## src/sds_pkg.sv

```systemverilog
`timescale 1ns / 1ps

package sds_pkg;

  localparam int MAX_REQUESTS = 32;
  localparam int TRACK_W      = 16;
  localparam int CNT_W        = $clog2(MAX_REQUESTS + 1);
  localparam int IDX_W        = (MAX_REQUESTS > 1) ? $clog2(MAX_REQUESTS) : 1;
  localparam int TRACKS_W     = TRACK_W + 1;
  localparam int SEEK_W       = 17;
  localparam int CFG_IDX_W    = 2;
  localparam int CFG_DATA_W   = 17;

  localparam logic [SEEK_W-1:0]    SEEK_MAX = {SEEK_W{1'b1}};
  localparam logic [CNT_W-1:0]     CNT_FULL = CNT_W'(MAX_REQUESTS);

  localparam logic [CFG_IDX_W-1:0] REG_START_HEAD  = 2'd0;
  localparam logic [CFG_IDX_W-1:0] REG_DISK_TRACKS = 2'd1;
  localparam logic [CFG_IDX_W-1:0] REG_SWEEP_RIGHT = 2'd2;

  typedef enum logic [1:0] {
    SEL_HEAD  = 2'd0,
    SEL_STORE = 2'd1,
    SEL_EDGE  = 2'd2
  } pos_sel_e;

  typedef struct packed {
    logic     insert;
    logic     step;
    logic     run_down;
    logic     latch_split;
    logic     idx_to_split;
    logic     emit;
    pos_sel_e sel;
    logic     last;
    logic     clear_batch;
  } cmd_t;

  typedef struct packed {
    logic scan_hit;
    logic run_empty;
    logic run_last;
    logic out_free;
    logic split_zero;
    logic split_full;
    logic sweep_right;
  } status_t;

endpackage

```

## src/sds_datapath.sv

```systemverilog
`timescale 1ns / 1ps

module sds_datapath
  import sds_pkg::*;
(
  input  logic                  clk_i,
  input  logic                  rst_ni,
  input  cmd_t                  cmd_i,
  output status_t               status_o,
  input  logic                  cfg_valid_i,
  input  logic [CFG_IDX_W-1:0]  cfg_index_i,
  input  logic [CFG_DATA_W-1:0] cfg_data_i,
  input  logic [TRACK_W-1:0]    track_i,
  output logic                  out_valid_o,
  input  logic                  out_ready_i,
  output logic [TRACK_W-1:0]    position_o,
  output logic [SEEK_W-1:0]     total_seek_o,
  output logic                  end_of_sequence_o,
  output logic                  overflowed_o
);

  logic [TRACK_W-1:0]  start_head_q;
  logic [TRACKS_W-1:0] disk_tracks_q;
  logic                sweep_right_q;

  logic [TRACK_W-1:0]  store_q [MAX_REQUESTS];
  logic [MAX_REQUESTS-1:0] gt;
  logic [CNT_W-1:0]    count_q;
  logic                drop_q;
  logic [CNT_W-1:0]    idx_q;
  logic [CNT_W-1:0]    split_q;
  logic [TRACK_W-1:0]  cur_q;
  logic [SEEK_W-1:0]   seek_q;

  logic                out_valid_q;
  logic [TRACK_W-1:0]  position_q;
  logic [SEEK_W-1:0]   total_q;
  logic                eos_q;
  logic                ovf_q;

  logic [CNT_W-1:0]    rd_idx;
  logic [TRACK_W-1:0]  rd_data;
  logic [TRACK_W-1:0]  edge_pos;
  logic [TRACK_W-1:0]  pos_d;
  logic [TRACK_W-1:0]  step_dist;
  logic [SEEK_W:0]     sum;
  logic [SEEK_W-1:0]   total_d;
  logic                full;

  always_ff @(posedge clk_i or negedge rst_ni) begin
    if (!rst_ni) begin
      start_head_q  <= '0;
      disk_tracks_q <= TRACKS_W'(1 << TRACK_W);
      sweep_right_q <= 1'b1;
    end else if (cfg_valid_i) begin
      case (cfg_index_i)
        REG_START_HEAD:  start_head_q  <= cfg_data_i[TRACK_W-1:0];
        REG_DISK_TRACKS: disk_tracks_q <= cfg_data_i[TRACKS_W-1:0];
        REG_SWEEP_RIGHT: sweep_right_q <= cfg_data_i[0];
        default: ;
      endcase
    end
  end

  assign full = (count_q >= CNT_FULL);

  always_comb begin
    for (int i = 0; i < MAX_REQUESTS; i++) begin
      gt[i] = (CNT_W'(i) < count_q) && (store_q[i] > track_i);
    end
  end

  // Ordered insertion: every entry above the new track moves up by one.
  always_ff @(posedge clk_i) begin
    if (cmd_i.insert && !full) begin
      for (int i = 0; i < MAX_REQUESTS; i++) begin
        if (gt[i] || (CNT_W'(i) == count_q)) begin
          if (i > 0 && gt[(i > 0) ? i - 1 : 0]) begin
            store_q[i] <= store_q[(i > 0) ? i - 1 : 0];
          end else begin
            store_q[i] <= track_i;
          end
        end
      end
    end
  end

  always_ff @(posedge clk_i or negedge rst_ni) begin
    if (!rst_ni) begin
      count_q <= '0;
      drop_q  <= 1'b0;
      idx_q   <= '0;
      split_q <= '0;
    end else begin
      if (cmd_i.clear_batch) begin
        count_q <= '0;
        drop_q  <= 1'b0;
      end else if (cmd_i.insert) begin
        if (full) begin
          drop_q <= 1'b1;
        end else begin
          count_q <= count_q + 1'b1;
        end
      end
      if (cmd_i.insert) begin
        idx_q <= '0;
      end else if (cmd_i.idx_to_split) begin
        idx_q <= split_q;
      end else if (cmd_i.step) begin
        idx_q <= cmd_i.run_down ? idx_q - 1'b1 : idx_q + 1'b1;
      end
      if (cmd_i.latch_split) begin
        split_q <= idx_q;
      end
    end
  end

  assign rd_idx  = cmd_i.run_down ? idx_q - 1'b1 : idx_q;
  assign rd_data = store_q[rd_idx[IDX_W-1:0]];

  always_comb begin
    if (disk_tracks_q == '0) begin
      edge_pos = '0;
    end else if (disk_tracks_q[TRACKS_W-1]) begin
      edge_pos = {TRACK_W{1'b1}};
    end else begin
      edge_pos = disk_tracks_q[TRACK_W-1:0] - 1'b1;
    end
  end

  always_comb begin
    case (cmd_i.sel)
      SEL_HEAD:  pos_d = start_head_q;
      SEL_STORE: pos_d = rd_data;
      SEL_EDGE:  pos_d = sweep_right_q ? edge_pos : '0;
      default:   pos_d = start_head_q;
    endcase
  end

  assign step_dist = (pos_d >= cur_q) ? pos_d - cur_q : cur_q - pos_d;
  assign sum       = {1'b0, seek_q} + {{(SEEK_W + 1 - TRACK_W){1'b0}}, step_dist};

  always_comb begin
    if (cmd_i.sel == SEL_HEAD) begin
      total_d = '0;
    end else if (sum[SEEK_W]) begin
      total_d = SEEK_MAX;
    end else begin
      total_d = sum[SEEK_W-1:0];
    end
  end

  always_ff @(posedge clk_i or negedge rst_ni) begin
    if (!rst_ni) begin
      cur_q       <= '0;
      seek_q      <= '0;
      out_valid_q <= 1'b0;
    end else begin
      if (cmd_i.emit) begin
        cur_q       <= pos_d;
        seek_q      <= total_d;
        out_valid_q <= 1'b1;
      end else if (out_ready_i) begin
        out_valid_q <= 1'b0;
      end
    end
  end

  always_ff @(posedge clk_i) begin
    if (cmd_i.emit) begin
      position_q <= pos_d;
      total_q    <= total_d;
      eos_q      <= cmd_i.last;
      ovf_q      <= drop_q;
    end
  end

  assign status_o.scan_hit    = (idx_q == count_q) || (rd_data >= start_head_q);
  assign status_o.run_empty   = cmd_i.run_down ? (idx_q == '0) : (idx_q == count_q);
  assign status_o.run_last    = cmd_i.run_down ? (idx_q == CNT_W'(1))
                                               : ({1'b0, idx_q} + 1'b1 == {1'b0, count_q});
  assign status_o.out_free    = !out_valid_q || out_ready_i;
  assign status_o.split_zero  = (split_q == '0);
  assign status_o.split_full  = (split_q == count_q);
  assign status_o.sweep_right = sweep_right_q;

  assign out_valid_o       = out_valid_q;
  assign position_o        = position_q;
  assign total_seek_o      = total_q;
  assign end_of_sequence_o = eos_q;
  assign overflowed_o      = ovf_q;

endmodule

```

## src/sds_ctrl.sv

```systemverilog
`timescale 1ns / 1ps

module sds_ctrl
  import sds_pkg::*;
(
  input  logic    clk_i,
  input  logic    rst_ni,
  input  logic    in_valid_i,
  input  logic    final_request_i,
  output logic    in_ready_o,
  input  status_t status_i,
  output cmd_t    cmd_o
);

  typedef enum logic [5:0] {
    S_IDLE = 6'b000001,
    S_SCAN = 6'b000010,
    S_HEAD = 6'b000100,
    S_RUN1 = 6'b001000,
    S_EDGE = 6'b010000,
    S_RUN2 = 6'b100000
  } state_e;

  state_e state_q, state_d;

  always_ff @(posedge clk_i or negedge rst_ni) begin
    if (!rst_ni) begin
      state_q <= S_IDLE;
    end else begin
      state_q <= state_d;
    end
  end

  assign in_ready_o = (state_q == S_IDLE);

  always_comb begin
    state_d = state_q;
    cmd_o   = '0;
    cmd_o.sel = SEL_STORE;
    case (state_q)
      S_IDLE: begin
        if (in_valid_i) begin
          cmd_o.insert = 1'b1;
          if (final_request_i) begin
            state_d = S_SCAN;
          end
        end
      end
      S_SCAN: begin
        if (status_i.scan_hit) begin
          cmd_o.latch_split = 1'b1;
          state_d = S_HEAD;
        end else begin
          cmd_o.step = 1'b1;
        end
      end
      S_HEAD: begin
        cmd_o.sel = SEL_HEAD;
        if (status_i.out_free) begin
          cmd_o.emit         = 1'b1;
          cmd_o.idx_to_split = 1'b1;
          state_d = S_RUN1;
        end
      end
      S_RUN1: begin
        cmd_o.run_down = !status_i.sweep_right;
        if (status_i.run_empty) begin
          state_d = S_EDGE;
        end else if (status_i.out_free) begin
          cmd_o.emit = 1'b1;
          cmd_o.step = 1'b1;
        end
      end
      S_EDGE: begin
        cmd_o.sel = SEL_EDGE;
        if (status_i.out_free) begin
          cmd_o.emit         = 1'b1;
          cmd_o.last         = status_i.sweep_right ? status_i.split_zero
                                                    : status_i.split_full;
          cmd_o.idx_to_split = 1'b1;
          state_d = S_RUN2;
        end
      end
      S_RUN2: begin
        cmd_o.run_down = status_i.sweep_right;
        if (status_i.run_empty) begin
          cmd_o.clear_batch = 1'b1;
          state_d = S_IDLE;
        end else if (status_i.out_free) begin
          cmd_o.emit = 1'b1;
          cmd_o.step = 1'b1;
          cmd_o.last = status_i.run_last;
        end
      end
      default: begin
        state_d = S_IDLE;
      end
    endcase
  end

endmodule

```

## src/scan_disk_scheduler.sv

```systemverilog
`timescale 1ns / 1ps

// SCAN disk scheduler. Track requests arrive on the input channel one per
// cycle and are inserted in ascending order into a store of MAX_REQUESTS
// entries; requests beyond capacity are dropped and flagged in overflowed_o.
// The request with final_request_i set starts emission, and the input channel
// stays not ready until the whole sequence has been handed to the output
// register. A scan over the sorted store finds the first request at or above
// the start head. Results then leave at one per cycle while the receiver
// takes them: the start head, the first sweep, the disk edge and the return
// sweep, with a step that gives no result at the end of each sweep.
// Configuration writes are always accepted and should only be made while the
// block is idle. Reset clears the batch and sets start head 0, 65536 tracks
// and a rightward first sweep. When the receiver stalls, the output register
// holds its result and the sequencer waits without losing a position.

module scan_disk_scheduler
  import sds_pkg::*;
(
  input  logic                  clk_i,
  input  logic                  rst_ni,
  input  logic                  cfg_valid_i,
  output logic                  cfg_ready_o,
  input  logic [CFG_IDX_W-1:0]  cfg_index_i,
  input  logic [CFG_DATA_W-1:0] cfg_data_i,
  input  logic                  in_valid_i,
  output logic                  in_ready_o,
  input  logic [TRACK_W-1:0]    track_i,
  input  logic                  final_request_i,
  output logic                  out_valid_o,
  input  logic                  out_ready_i,
  output logic [TRACK_W-1:0]    position_o,
  output logic [SEEK_W-1:0]     total_seek_o,
  output logic                  end_of_sequence_o,
  output logic                  overflowed_o
);

  cmd_t    cmd;
  status_t status;

  assign cfg_ready_o = 1'b1;

  sds_ctrl u_ctrl (
    .clk_i           (clk_i),
    .rst_ni          (rst_ni),
    .in_valid_i      (in_valid_i),
    .final_request_i (final_request_i),
    .in_ready_o      (in_ready_o),
    .status_i        (status),
    .cmd_o           (cmd)
  );

  sds_datapath u_datapath (
    .clk_i             (clk_i),
    .rst_ni            (rst_ni),
    .cmd_i             (cmd),
    .status_o          (status),
    .cfg_valid_i       (cfg_valid_i),
    .cfg_index_i       (cfg_index_i),
    .cfg_data_i        (cfg_data_i),
    .track_i           (track_i),
    .out_valid_o       (out_valid_o),
    .out_ready_i       (out_ready_i),
    .position_o        (position_o),
    .total_seek_o      (total_seek_o),
    .end_of_sequence_o (end_of_sequence_o),
    .overflowed_o      (overflowed_o)
  );

endmodule

```

## config.mk

```make
export PLATFORM = sky130hd
export DESIGN_NAME = scan_disk_scheduler
export DESIGN_NICKNAME = d
export VERILOG_FILES = /design/src/sds_pkg.sv /design/src/sds_datapath.sv /design/src/sds_ctrl.sv /design/src/scan_disk_scheduler.sv
export SDC_FILE = /design/constraint.sdc
export NUM_CORES = 2
export LEC_CHECK = 0
export BUFFER_PORTS_ARGS = -buffer_cell sky130_fd_sc_hd__buf_2
export CORE_MARGIN = 2
export CORE_UTILIZATION = 25
export CTS_CLUSTER_DIAMETER = 60
export DETAILED_ROUTE_END_ITERATION = 6
export PLACE_DENSITY_LB_ADDON = 0.25
export SLEW_MARGIN = 20
export SYNTH_ARGS = -nofsm -noshare
export SYNTH_HDL_FRONTEND = slang
export SYNTH_SLANG_ARGS = --single-unit
```

## constraint.sdc

```tcl
create_clock -name clk_i -period 16.15 [get_ports clk_i]
set_input_delay 1.615 -clock clk_i [delete_from_list [all_inputs] [get_ports clk_i]]
set_output_delay 1.615 -clock clk_i [all_outputs]
set_load 0.005 [all_outputs]
```

==> impl_metrics.env <==
export IMPL_outcome="complete, no violations"
export IMPL_final_nets=4897
export IMPL_layout_commonest_cell="ha_1"
export IMPL_cts_root_buf="clkbuf_16"
export IMPL_yosys_area_share_simple_pct=9.77
export IMPL_clk_latency_ps=760
export IMPL_endpoint_kind="flop"
export IMPL_syn_nets=4850
export IMPL_cts_hold_buf=0
export IMPL_crit_path_max_incr_delay_ps=720
export IMPL_viasPerCell=5.57
export IMPL_max_vdd_ir_drop_uv=227
export IMPL_drt_pre_antenna_iters=6
export IMPL_worstPathMaxFanout=40
export IMPL_synth_compound_area_share_pct=13.6
export IMPL_drc=0
export IMPL_fin_cells=6844
export IMPL_critPathKind="flop to flop"
export IMPL_gr_total_overflow=0
export IMPL_start_kind="flop"
export IMPL_wl_met1_mm=90.6
export IMPL_die_h_um=436
export IMPL_avgRoutedWirePerCell_um=30.4
export IMPL_cts_tree="yes"
export IMPL_dr_wl_met2_mm=89.3
export IMPL_worst_pin_slew_ps=1210
export IMPL_fin_area_um2=53800
export IMPL_power_leakage_nw=20.9
export IMPL_worst_r2r_startpoint="u_ctrl.state_q[4]$_DFFE_PN0P_"
export IMPL_rrSetupSlack_ps=5070
export IMPL_cp_arrival_ps=11680
export IMPL_drt_iter0_drc=4482
export IMPL_r2r_end="u_datapath.seek_q[3]$_DFFE_PN0P_"
export IMPL_post_cts_resized=0
export IMPL_cts_htree_levels=3
export IMPL_rsz0062_at_grt="no"
export IMPL_drive_gt1_share_pct=22.5
export IMPL_start_util_pct=25.2
export IMPL_grt_max_degree=67
export IMPL_p_per_area_nw_per_um2=190
export IMPL_wirelength_mm=208
export IMPL_synthMuxAreaShare_pct=16.9
export IMPL_synth_top_family_by_area="multiplexers"
export IMPL_fmax_ghz=0.0902
export IMPL_whs_endpoint="u_datapath.overflowed_o$_DFFE_PP_"
export IMPL_pin_count=79
export IMPL_antenna_found_initial=13
export IMPL_critPathSlowestCell="buf_4"
export IMPL_dr_wl_met3_mm=18.9
export IMPL_antenna_left=0
export IMPL_ys_ff_latch=640
export IMPL_post_cts_buffers=0
export IMPL_rows=158
export IMPL_synth_warnings=0
export IMPL_synth_distinct_cells=80
export IMPL_fin_setup_tns_ps=0
export IMPL_worstRegToRegCells=34
export IMPL_hold_viol_final=0
export IMPL_syn_area_um2=46800
export IMPL_crit_buf_inv=4
export IMPL_synth_ff_type="edfxtp_1"
export IMPL_crit_required_ps=16740
export IMPL_grt_pass1_vias=37053
export IMPL_post_route_period_util_pct=68.6
export IMPL_synthAdderAreaFrac_pct=15.4
export IMPL_grt_pass1_wl_mm=291
export IMPL_setup_viol=0
export IMPL_synth_xor_area_share_pct=1.20
export IMPL_maxCapViolations=0
export IMPL_clkSinkCount=640
export IMPL_yosysSeqAreaShare_pct=40.1
export IMPL_die_w_um=436
export IMPL_fin_crit_ps=11080
export IMPL_design_core_area_um2=186000
export IMPL_path_delay_family="compound AO/OA/AOI/OAI gates"
export IMPL_path_clk_slew_ps=60
export IMPL_highest_layer="met5"
export IMPL_total_power_w=0.0102
export IMPL_drv_slew=0
export IMPL_syn_inst=4235
export IMPL_die_area_um2=190000
export IMPL_place_congestion=0.919
export IMPL_synth_edf_count=547
export IMPL_final_cell_mix="568 x ha_1, 547 x edfxtp_1, 483 x mux2_2"
export IMPL_placed_cell_area_um2=50500
export IMPL_hold_class="flop to flop"
export IMPL_avgSynthCellArea_um2=11.0
export IMPL_place_inst=6669
export IMPL_min_path_cells=0
export IMPL_slew_headroom_pct=19.4
export IMPL_syn_to_final_growth_pct=15.1
export IMPL_hp_start="u_datapath.drop_q$_DFFE_PN0P_"
export IMPL_fill_cells=19166
export IMPL_track_usage_pct=21.3
export IMPL_portBuffers=77
export IMPL_vias=38114
export IMPL_cts_buffer_depth=3
export IMPL_synthArstFlopShare_pct=14.5
export IMPL_fin_worst_skew_ps=66.2
export IMPL_cts_buffers=91
export IMPL_hpwl_mm=148
-- per-stage QoR --
| step | util, % | hold WS (ps) | setup slack (ps) |
|---|---|---|---|
| final | 29.0 | 461 | 5070 |
| after global routing | 29.0 | 485 | 4460 |
| after CTS | 29.0 | 466 | 5230 |
| after detailed placement | 27.2 | 447 | 5270 |
| after global placement | 27.2 | 441 | 5270 |
| after floorplan | - | 426 | 6940 |
-- layer usage --
layer | track usage [%] | vias to the layer above
met5 | 0 | -
met1 | 29.3 | 19350
met4 | 8.14 | 4
met3 | 4.81 | 419
li1 | - | 16425
met2 | 32.1 | 1916
-- registers in the layout (all words and copies together), names as in the netlist --
signal                        count
u_datapath.store_q              512
u_datapath.disk_tracks_q         17
u_datapath.seek_q                17
u_datapath.total_seek_o          17
u_datapath.cur_q                 16
u_datapath.position_o            16
u_datapath.start_head_q          16
u_ctrl.state_q                    6
u_datapath.count_q                6
u_datapath.idx_q                  6
u_datapath.split_q                6
u_datapath.drop_q                 1
u_datapath.end_of_sequence_o      1
u_datapath.out_valid_o            1
u_datapath.overflowed_o           1
u_datapath.sweep_right_q          1
-- worst reg2reg max path: cells and delay by family (launching register included) --
family / cells / cell delay, ps
flops: 1 / 480
fa+ha+maj: 3 / 1230
buf+inv: 4 / 1780
simple gates: 9 / 2460
compound gates: 15 / 3940
xor+xnor: 1 / 150
mux: 2 / 920
-- cell families (layout without fill, tap and decap cells) --
logic type	Yosys count	count (layout)
compound gates	999	999
xor+xnor	63	63
mux	664	664
simple gates	931	931
buf+inv	363	489
fa+ha+maj	574	574
flops	640	640
other cells	1	4
-- synth_stat cells (17+ instances only) --
cell type / n / area (µm²)
nor3_1: 64 / 320
buf_1: 37 / 139
clkbuf_1: 192 / 721
nor4_1: 25 / 156
mux4_2: 51 / 1150
nand4_1: 107 / 669
o31ai_1: 17 / 128
a2111oi_0: 17 / 149
nand3_1: 82 / 410
xnor2_1: 29 / 254
o211ai_1: 29 / 218
nand2b_1: 26 / 163
a211oi_1: 63 / 473
ha_1: 571 / 7140
a21oi_1: 230 / 1150
mux2i_1: 130 / 1300
o21ai_0: 259 / 1300
xor2_1: 33 / 289
edfxtp_1: 547 / 16400
inv_1: 119 / 447
o22ai_1: 35 / 219
a21o_1: 158 / 1190
o21a_1: 48 / 360
nand2_1: 301 / 1130
dfrtp_1: 90 / 2250
nor2b_1: 76 / 475
mux2_2: 483 / 5440
nor2_1: 158 / 593
a31oi_1: 29 / 181
-- final cells by class --
class | count | area [µm²] | share of cell area [%]
Antenna cell | 3 | 7.51 | 0.0140
Clock inverter | 65 | 908 | 1.69
Tap cell | 2480 | 3100 | 5.77
Sequential cell | 640 | 18800 | 34.9
Multi-Input combinational cell | 3232 | 26900 | 50.0
Clock buffer | 107 | 2390 | 4.44
Timing Repair Buffer | 196 | 1280 | 2.39
Inverter | 121 | 457 | 0.849
-- worst max-delay path by stage --
stage | start | end | slack [ps] | depth (start not counted)
2_1_floorplan | u_ctrl.state_q[4]$_DFFE_PN0P_ | u_datapath.seek_q[10]$_DFFE_PN0P_ | 6940 | 39
3_3_place_gp | u_ctrl.state_q[4]$_DFFE_PN0P_ | u_datapath.seek_q[1]$_DFFE_PN0P_ | 5270 | 34
3_5_place_dp | u_ctrl.state_q[4]$_DFFE_PN0P_ | u_datapath.seek_q[7]$_DFFE_PN0P_ | 5270 | 36
4_1_cts | u_ctrl.state_q[4]$_DFFE_PN0P_ | u_datapath.seek_q[1]$_DFFE_PN0P_ | 5230 | 36
5_1_grt | u_ctrl.state_q[4]$_DFFE_PN0P_ | u_datapath.seek_q[3]$_DFFE_PN0P_ | 4460 | 34
6_report | u_ctrl.state_q[4]$_DFFE_PN0P_ | u_datapath.seek_q[3]$_DFFE_PN0P_ | 5070 | 34
-- where the power goes --
group	switching [W]	leakage [nW]	internal (W)
registers	0.000231	6.09	0.00219
clock network	0.000903	1.61	0.00132
logic	0.00347	13.2	0.00209
total	0.00460	20.9	0.00560
Note: power is estimated with default switching activity, not from simulation.
